==> src/hw/rtl/bitmap_frame_allocator_unit_assert.svh <==
// Assertion macros for the bitmap frame allocator.
// Expects clk_i and rst_ni in the including module's scope.
`ifndef BITMAP_FRAME_ALLOCATOR_UNIT_ASSERT_SVH
`define BITMAP_FRAME_ALLOCATOR_UNIT_ASSERT_SVH

// implication checked every clock edge outside reset
`define BFA_ASSERT_IMP(lbl, ante, cons, msg) \
  lbl: assert property (@(posedge clk_i) disable iff (!rst_ni) (ante) |-> (cons)) \
    else $error(msg);

// consequence checked in the cycle after the antecedent
`define BFA_ASSERT_NEXT(lbl, ante, cons, msg) \
  lbl: assert property (@(posedge clk_i) disable iff (!rst_ni) (ante) |=> (cons)) \
    else $error(msg);

`endif

==> src/hw/rtl/bfa_pkg.sv <==
// Shared types and constants of the bitmap frame allocator.
// Used by bfa_ctrl, bfa_datapath and bitmap_frame_allocator_unit.
package bfa_pkg;

  localparam int FRAMES     = 4096;
  localparam int REGIONS    = 4;
  localparam int WORD_BITS  = 64;
  localparam int WORDS      = (FRAMES + WORD_BITS - 1) / WORD_BITS;
  localparam int BIT_W      = $clog2(WORD_BITS);
  localparam int WADDR_W    = (WORDS > 1) ? $clog2(WORDS) : 1;
  localparam int WCNT_W     = $clog2(WORDS + 1);
  localparam int FRAME_W    = WADDR_W + BIT_W;
  localparam int CNT_W      = $clog2(FRAMES + 1);
  localparam int REG_W      = (REGIONS > 1) ? $clog2(REGIONS) : 1;
  localparam int KCNT_W     = $clog2(REGIONS + 1);
  localparam int PAGE_SHIFT = 12;
  localparam int BASE_W     = 36;
  localparam int PAGES_W    = 13;
  localparam int ADDR_W     = 48;
  localparam int RSV_W      = 13;
  localparam int FIRST_W    = PAGES_W + REG_W;
  localparam int FIDX_W     = FIRST_W + 1;
  localparam int CFG_IDX_W  = 3;

  localparam logic [1:0] OP_ALLOC = 2'd0;
  localparam logic [1:0] OP_FREE  = 2'd1;
  localparam logic [1:0] OP_INIT  = 2'd2;

  localparam logic [1:0] ST_OK      = 2'd0;
  localparam logic [1:0] ST_OOM     = 2'd1;
  localparam logic [1:0] ST_OUTSIDE = 2'd2;
  localparam logic [1:0] ST_DFREE   = 2'd3;

  localparam logic CFG_SEL_BASE  = 1'b0;
  localparam logic CFG_SEL_PAGES = 1'b1;

  typedef logic [WORD_BITS-1:0] word_t;
  typedef logic [WADDR_W-1:0]   waddr_t;
  typedef logic [WCNT_W-1:0]    wcnt_t;
  typedef logic [BIT_W-1:0]     bitpos_t;
  typedef logic [FRAME_W-1:0]   frame_t;
  typedef logic [FRAME_W:0]     frame_ext_t;
  typedef logic [CNT_W-1:0]     cnt_t;
  typedef logic [KCNT_W-1:0]    kcnt_t;
  typedef logic [REG_W-1:0]     reg_idx_t;
  typedef logic [BASE_W-1:0]    base_t;
  typedef logic [PAGES_W-1:0]   pages_t;
  typedef logic [FIRST_W-1:0]   first_t;
  typedef logic [FIDX_W-1:0]    fidx_t;

  typedef struct packed {
    logic [1:0]        opcode;
    logic [ADDR_W-1:0] phys_address;
    logic [RSV_W-1:0]  reserved_count;
  } req_t;

  typedef struct packed {
    logic [ADDR_W-1:0] frame_address;
    logic [1:0]        status;
  } rsp_t;

  typedef struct packed {
    logic       load;
    logic       init_clr;
    logic       init_wr;
    logic       scan;
    logic       amap;
    logic       fmap;
    logic       frd;
    logic       fchk;
    logic       st_wr;
    logic [1:0] st_code;
  } cmd_t;

  typedef struct packed {
    logic init_more;
    logic scan_hit;
    logic scan_oob;
    logic scan_end;
    logic map_end;
    logic amap_hit;
    logic fmap_hit;
    logic f_over;
    logic bit_set;
  } sts_t;

endpackage

==> src/hw/rtl/bfa_ctrl.sv <==
// Sequencer of the bitmap frame allocator: one transaction at a time.
// Depends on bfa_pkg; drives bfa_datapath through cmd_t and reads sts_t.
module bfa_ctrl (
  input  logic              clk_i,
  input  logic              rst_ni,
  input  logic              start,
  input  logic [1:0]        opcode_i,
  input  bfa_pkg::sts_t     sts_i,
  output logic              busy,
  output logic              done_o,
  output bfa_pkg::cmd_t     cmd_o
);

  localparam logic [3:0] S_IDLE = 4'd0;
  localparam logic [3:0] S_INIT = 4'd1;
  localparam logic [3:0] S_SCAN = 4'd2;
  localparam logic [3:0] S_AMAP = 4'd3;
  localparam logic [3:0] S_FMAP = 4'd4;
  localparam logic [3:0] S_FRD  = 4'd5;
  localparam logic [3:0] S_FCHK = 4'd6;
  localparam logic [3:0] S_DONE = 4'd7;

  logic [3:0] state_q, state_d;

  always_ff @(posedge clk_i or negedge rst_ni) begin
    if (!rst_ni) begin
      state_q <= S_IDLE;
    end else begin
      state_q <= state_d;
    end
  end

  always_comb begin
    state_d = state_q;
    cmd_o   = '0;
    case (state_q)
      S_IDLE: begin
        if (start) begin
          cmd_o.load = 1'b1;
          case (opcode_i)
            bfa_pkg::OP_ALLOC: state_d = S_SCAN;
            bfa_pkg::OP_FREE:  state_d = S_FMAP;
            bfa_pkg::OP_INIT: begin
              cmd_o.init_clr = 1'b1;
              state_d        = S_INIT;
            end
            default: state_d = S_DONE;
          endcase
        end
      end
      S_INIT: begin
        if (sts_i.init_more) begin
          cmd_o.init_wr = 1'b1;
        end else begin
          state_d = S_DONE;
        end
      end
      S_SCAN: begin
        cmd_o.scan = 1'b1;
        if (sts_i.scan_hit) begin
          if (sts_i.scan_oob) begin
            cmd_o.st_wr   = 1'b1;
            cmd_o.st_code = bfa_pkg::ST_OOM;
            state_d       = S_DONE;
          end else begin
            state_d = S_AMAP;
          end
        end else if (sts_i.scan_end) begin
          cmd_o.st_wr   = 1'b1;
          cmd_o.st_code = bfa_pkg::ST_OOM;
          state_d       = S_DONE;
        end
      end
      S_AMAP: begin
        cmd_o.amap = 1'b1;
        if (sts_i.map_end) begin
          cmd_o.st_wr   = 1'b1;
          cmd_o.st_code = bfa_pkg::ST_OOM;
          state_d       = S_DONE;
        end else if (sts_i.amap_hit) begin
          state_d = S_DONE;
        end
      end
      S_FMAP: begin
        cmd_o.fmap = 1'b1;
        if (sts_i.map_end) begin
          cmd_o.st_wr   = 1'b1;
          cmd_o.st_code = bfa_pkg::ST_OUTSIDE;
          state_d       = S_DONE;
        end else if (sts_i.fmap_hit) begin
          state_d = S_FRD;
        end
      end
      S_FRD: begin
        if (sts_i.f_over) begin
          cmd_o.st_wr   = 1'b1;
          cmd_o.st_code = bfa_pkg::ST_OUTSIDE;
          state_d       = S_DONE;
        end else begin
          cmd_o.frd = 1'b1;
          state_d   = S_FCHK;
        end
      end
      S_FCHK: begin
        cmd_o.fchk = 1'b1;
        if (!sts_i.bit_set) begin
          cmd_o.st_wr   = 1'b1;
          cmd_o.st_code = bfa_pkg::ST_DFREE;
        end
        state_d = S_DONE;
      end
      S_DONE: begin
        state_d = S_IDLE;
      end
      default: begin
        state_d = S_IDLE;
      end
    endcase
  end

  assign busy   = (state_q != S_IDLE);
  assign done_o = (state_q == S_DONE);

endmodule

==> config.mk <==
export PLATFORM = sky130hd
export DESIGN_NAME = bfa_ctrl
export DESIGN_NICKNAME = d
export VERILOG_FILES = /design/src/hw/rtl/bitmap_frame_allocator_unit_assert.svh /design/src/hw/rtl/bfa_pkg.sv /design/src/hw/rtl/bfa_ctrl.sv
export SDC_FILE = /design/constraint.sdc
export NUM_CORES = 1
export LEC_CHECK = 0
export BUFFER_PORTS_ARGS = -buffer_cell sky130_fd_sc_hd__buf_2
export CORE_MARGIN = 10
export CORE_UTILIZATION = 30
export DETAILED_ROUTE_END_ITERATION = 16
export PLACE_DENSITY = 0.69
export REMOVE_ABC_BUFFERS = 1
export SYNTH_ARGS = -nofsm -noshare
export SYNTH_HDL_FRONTEND = slang
export SYNTH_SLANG_ARGS = --single-unit
==> constraint.sdc <==
create_clock -name clk_i -period 1.7 [get_ports clk_i]
set_input_delay 0.17 -clock clk_i [delete_from_list [all_inputs] [get_ports clk_i]]
set_output_delay 0.17 -clock clk_i [all_outputs]
set_load 0.02 [all_outputs]
==> key figures, run 1 <==
Outcome
  – Status: complete, no violations

Clocking
  – # Post-CTS Setup Buffers: 0
  – Clk_lat worst skew: 0.23 ns
  – H-tree levels: 1
  – Sink Count: 3
  – Clock slew seen by the registers of the worst setup and hold paths: 0.03 ns
  – Clock Tree Buf Depth: 2
  – CTS tree: built
  – Cts bufs inserted: 3
  – Clock root buffer: clkbuf_4

Logic synthesis
  – Syn Std Cell Area: 473 sq um
  – Multiplexer share of the synthesized area: 0.0847
  – Cells after Synth: 65
  – Synth Area in Compound Gates: 0.222
  – Largest family of logic cells by synthesized area: simple AND/OR/NAND/NOR gates
  – Register area share after synthesis: 0.159
  – Post-synth cell types: 25
  – Mean Syn Cell Area: 7.28 sq um
  – Adder-Cell Fraction of Synth Area: 0.0794
  – XOR/XNOR Fraction of Synth Area: 0
  – Simple-gate area share of the yosys netlist: 0.368
  – Synth Register Bits: 3
  – Yosys Warn Count: 0

Final layout
  – Core Util, Final: 0.428
  – Biggest registers after layout: state_q (3)
  – Post-route cell area: 644 sq um
  – P&R area growth vs syn: 36.2%
  – Final #Nets: 110
  – Fraction of layout instances using a drive strength above 1: 0.380
  – Largest register FFs: 3
  – Layout fillers: 167
  – Most frequent cells in the layout: 26 x buf_2, 9 x nor2_1, 6 x nand2_1, 5 x a21oi_1
  – Reg with most FFs: state_q
  – Diode count: 0
  – Most common cell after layout, fill and taps aside: buf_2

Setup path
  – Critical R2R Launch: state_q[0]
  – CP endpoint kind: output port
  – Crit path buf inv count: 1
  – CP startpoint: state_q[2]
  – Crit Path Max Fanout: 14
  – Setup slack, reg-to-reg: 0.30 ns
  – Crit path kind: flip-flop to output port
  – Critical path's largest stage delay: 0.49 ns
  – Worst r2r dst: state_q[2]
  – Arr. time, crit path: 1.40 ns
  – Crit-path cells: mux2i_1, a211oi_1, a21oi_1, buf_2
  – Worst endpoint required time: 1.53 ns
  – Cell class contributing the biggest share of worst-path delay: flip-flops
  – Critical path's slowest cell: dfrtp_2
  – Critical path startpoint category: flip-flop
  – Worst r2r path cells: 4

Drt
  – DR iter-0 viols: 10
  – Routed WL per cell: 12.5 um
  – DRT Pass-1 Iters: 4
  – WL final: 1350 um
  – Vias per cell: 5.09
  – Via count: 550
  – DR DRC count: 0
  – Post-route ant nets: 0

Floorplanning
  – Row count: 14
  – DIE WIDTH: 59.7 um
  – DIE AREA: 0.00356 sq mm
  – Core Region: 0.00151 sq mm
  – Io pins: 27
  – DIE HEIGHT: 59.7 um
  – Initial Util: 0.314

STA
  – RSZ-0062 raised after global routing: true
  – Setup Skew: 0.00122 ns
  – Slew at the pin with the worst max-slew slack: 0.471 ns
  – Slew HR: 0.686
  – Final Setup Violations: 0
  – Fmax: 636 MHz
  – Final hold viol count: 0
  – Final Critical Period: 1.57 ns
  – Fin crit share: 0.924
  – Max-slew violation count: 0

Power and ir drop
  – Leakage: 0.000346 uW
  – Max VDD drop: 749 uV
  – Pwr dens: 1650 mW/mm^2

Placed design
  – Routability Congestion: 0.751
  – I/O Buffers: 26
  – Post-DP Area: 601 sq um
  – Final HPWL DP: 1130 um

Flow run
  – Max Cap Violations: 0

Global route
  – Largest net degree at the start of global routing: 24
  – Number of global-route vias before repair: 528
  – GRT Overall Usage: 0.0817
  – GR Overflow Total: 0
  – Global-route wire length before repair: 2350 um
  – Antenna violations before repair: 0

Min path
  – Worst hold path class: input port to asynchronous set/reset pin
logic make-up after synthesis:
logic type	count (synthesis)
simple gates	32
mux	4
buf+inv	8
flops	3
compound gates	15
fa+ha+maj	3
metrics by stage:
stage                     TNS [ns]  cells  total power, uW  hold slack (ns)  worst slack, ns
after floorplan                  0     60              707           -0.126            0.192
after CTS                        0    108             1070            0.262           0.0308
after detailed placement         0    103              934          -0.0280            0.149
final                            0    108             1070            0.261            0.128
after global routing       -0.0210    108             1190            0.278          -0.0123
after global placement           0    103              925          -0.0302            0.217
how the worst max path moves through the flow:
stage,cells after the start,endpoint,slack (ns)
floorplan,1,cmd_o[4],0.19
global placement,4,state_q[2],0.22
detailed placement,4,state_q[2],0.15
CTS,4,cmd_o[2],0.03
global route,4,cmd_o[2],-0.01
finish,4,cmd_o[2],0.13
timing repair:
item                                    CTS  global route
hold endpoints to repair                  3             0
endpoints found under the setup margin    2             3
hold buffers                              1             0
resized for setup                         1             2
where the power goes:
group,switching [uW],internal [uW],total (uW)
Combinational,363,311,675
Clock,34.9,87.8,123
Sequential,155,113,268
metal layers:
| metal | GRT usage | up-vias | part of all wire |
|---|---|---|---|
| li1 | - | 281 | - |
| met1 | 0.0935 | 248 | 0.41 |
| met2 | 0.126 | 21 | 0.46 |
| met3 | 0.0424 | 0 | 0.12 |
| met4 | 0.0288 | 0 | 0 |
| met5 | 0 | - | 0 |
cell type report:
type | count | area, sq um | area share
multi-input combinational | 54 | 362 | 0.561
inverter | 3 | 11.3 | 0.0175
clock buffer | 4 | 26.3 | 0.0408
tap | 16 | 20.0 | 0.0311
sequential | 3 | 77.6 | 0.120
timing repair buffer | 28 | 148 | 0.229
Yosys cell counts:
| master | instances | share of area |
|---|---|---|
| a211o_1 | 1 | 0.019 |
| nor4bb_1 | 2 | 0.042 |
| a211oi_2 | 1 | 0.026 |
| dfrtp_1 | 3 | 0.16 |
| nand2b_1 | 3 | 0.040 |
| a31oi_1 | 1 | 0.013 |
| a21oi_1 | 5 | 0.053 |
| o32ai_1 | 1 | 0.019 |
| nor2b_1 | 2 | 0.026 |
| ha_1 | 3 | 0.079 |
| and2_1 | 4 | 0.053 |
| o21a_1 | 2 | 0.032 |
| o21ai_0 | 1 | 0.011 |
| nand2_1 | 6 | 0.048 |
| a22o_1 | 1 | 0.019 |
| and3_1 | 3 | 0.040 |
| a21o_1 | 1 | 0.016 |
| buf_2 | 3 | 0.032 |
| nor2_1 | 9 | 0.071 |
| inv_1 | 3 | 0.024 |
| buf_4 | 2 | 0.032 |
| nor4_2 | 1 | 0.026 |
| mux2i_1 | 4 | 0.085 |
| a211oi_1 | 1 | 0.016 |
| nor3_1 | 2 | 0.021 |
(Power assumes the default switching activity.)
==> run 2: changes to the inputs <==
Settings changed: RECOVER_POWER set to 100.
==> key figures, run 2 (same netlist as run 1, synthesis figures left out) <==
Final layout
  – Reg area: 77.6 sq um
  – Most frequent cells in the layout: 17 x buf_2, 9 x nor2_1, 7 x clkbuf_2, 6 x nand2_1, 5 x a21oi_1
  – Diode count: 0
  – P&R area growth vs syn: 35.7%
  – Layout fillers: 169
  – Multi-input gate area: 362 sq um
  – Largest register FFs: 3
  – Reg with most FFs: state_q
  – Fraction of layout instances using a drive strength above 1: 0.359
  – Core Util, Final: 0.426
  – Most common cell after layout, fill and taps aside: buf_2
  – Biggest registers after layout: state_q (3)
  – Final #Nets: 110

Drt
  – DR DRC count: 0
  – DRT Pass-1 Iters: 4
  – Via count: 545
  – Routed WL per cell: 12.5 um
  – WL final: 1350 um
  – Vias per cell: 5.05
  – DR iter-0 viols: 6
  – Post-route ant nets: 0

Setup path
  – Crit path kind: flip-flop to output port
  – Critical path's largest stage delay: 0.49 ns
  – Critical R2R Launch: state_q[0]
  – Cell class contributing the biggest share of worst-path delay: flip-flops
  – Crit Path Max Fanout: 14
  – Worst r2r path cells: 4
  – Crit path depth: 4
  – CP endpoint: cmd_o[2]
  – Critical path startpoint category: flip-flop
  – Worst r2r dst: state_q[2]
  – CP startpoint: state_q[2]
  – Worst endpoint required time: 1.53 ns
  – Critical path's slowest cell: dfrtp_2
  – Setup slack, reg-to-reg: 0.30 ns
  – Crit path buf inv count: 1
  – Crit-path cells: mux2i_1, a211oi_1, a21oi_1, buf_2
  – CP endpoint kind: output port
  – Arr. time, crit path: 1.40 ns

Power and ir drop
  – Pwr Total: 1060 uW
  – Max VDD drop: 747 uV
  – Leakage: 0.000334 uW
  – Pwr dens: 1650 mW/mm^2

Placed design
  – Final HPWL DP: 1130 um
  – I/O Buffers: 26
  – Routability Congestion: 0.751

Floorplanning
  – Row count: 14
  – Core Region: 0.00151 sq mm
  – DIE HEIGHT: 59.7 um
  – DIE AREA: 0.00356 sq mm
  – DIE WIDTH: 59.7 um
  – Io pins: 27
  – Initial Util: 0.314

Flow run
  – Max Cap Violations: 0

Global route
  – Global-route wire length before repair: 2350 um
  – Antenna violations before repair: 0
  – GR Overflow Total: 0
  – GRT Overall Usage: 0.0817
  – Number of global-route vias before repair: 528
  – Largest net degree at the start of global routing: 24

STA
  – Setup Skew: 0.00122 ns
  – Final hold viol count: 0
  – Slew at the pin with the worst max-slew slack: 0.467 ns
  – RSZ-0062 raised after global routing: true
  – Final Setup Violations: 0
  – Final Critical Period: 1.57 ns
  – Slew HR: 0.689
  – Max-slew violation count: 0
  – Fin crit share: 0.923
  – Setup TNS: 0 ns
  – Fmax: 638 MHz

Clocking
  – Clk_lat worst skew: 0.23 ns
  – Cts bufs inserted: 3
  – Clock Tree Buf Depth: 2
  – Clock slew seen by the registers of the worst setup and hold paths: 0.03 ns
  – H-tree levels: 1
  – Sink Count: 3
  – Clock root buffer: clkbuf_4
  – CTS tree: built
  – # Post-CTS Setup Buffers: 0

Min path
  – Worst hold path class: input port to asynchronous set/reset pin

Outcome
  – Status: complete, no violations
==> run 2: cell types whose count changed in the layout (fill, tap and decap cells not counted) <==
cell      previous run  this run
buf_2               26        17
clkbuf_1             1         3
and2_0               0         1
clkbuf_2             0         7
and2_1               4         3
==> run 2: area by class of cell <==
type                    count  share of cell area
multi-input cells          54               0.563
repair buffers             28               0.226
flip-flops and latches      3               0.121
clock buffers               4              0.0409
well taps                  16              0.0312
inverters                   3              0.0175
==> run 2: power by group <==
group,leakage (uW),internal [uW],switching [uW],total [uW]
clock,0.0000150,87.8,34.9,123
combinational,0.000288,306,366,672
sequential,0.0000314,113,154,267
total,0.000334,507,555,1060
==> run 2: metrics by stage <==
step	setup slack, ns	cells	instance area [sq um]	hold WS (ns)
2_1_floorplan	0.192	60	443	-0.126
3_3_place_gp	0.217	103	601	-0.0302
3_5_place_dp	0.149	103	601	-0.0280
4_1_cts	0.0308	108	638	0.262
5_1_grt	-0.0123	108	642	0.309
6_report	0.132	108	642	0.282
==> run 2: metal layers <==
layer  vias up  part of all wire  GRT usage
met3         0              0.12     0.0424
met2        21              0.46      0.126
li1        281                 -          -
met4         0                 0     0.0288
met1       243              0.41     0.0935
met5         -                 0          0
==> run 2: how the worst min path moves through the flow <==
stage / end / slack, ns / cells after the start
finish: state_q[2] / 0.28 / 2
global route: state_q[2] / 0.31 / 2
CTS: state_q[2] / 0.26 / 2
detailed placement: state_q[2] / -0.03 / 1
global placement: state_q[2] / -0.03 / 1
floorplan: state_q[0] / -0.13 / 0
==> run 2: timing repair <==
action | CTS | global route
hold buffers | 1 | 0
hold endpoints to repair | 3 | 0
gates resized for setup | 1 | 2
setup endpoints to repair | 2 | 3
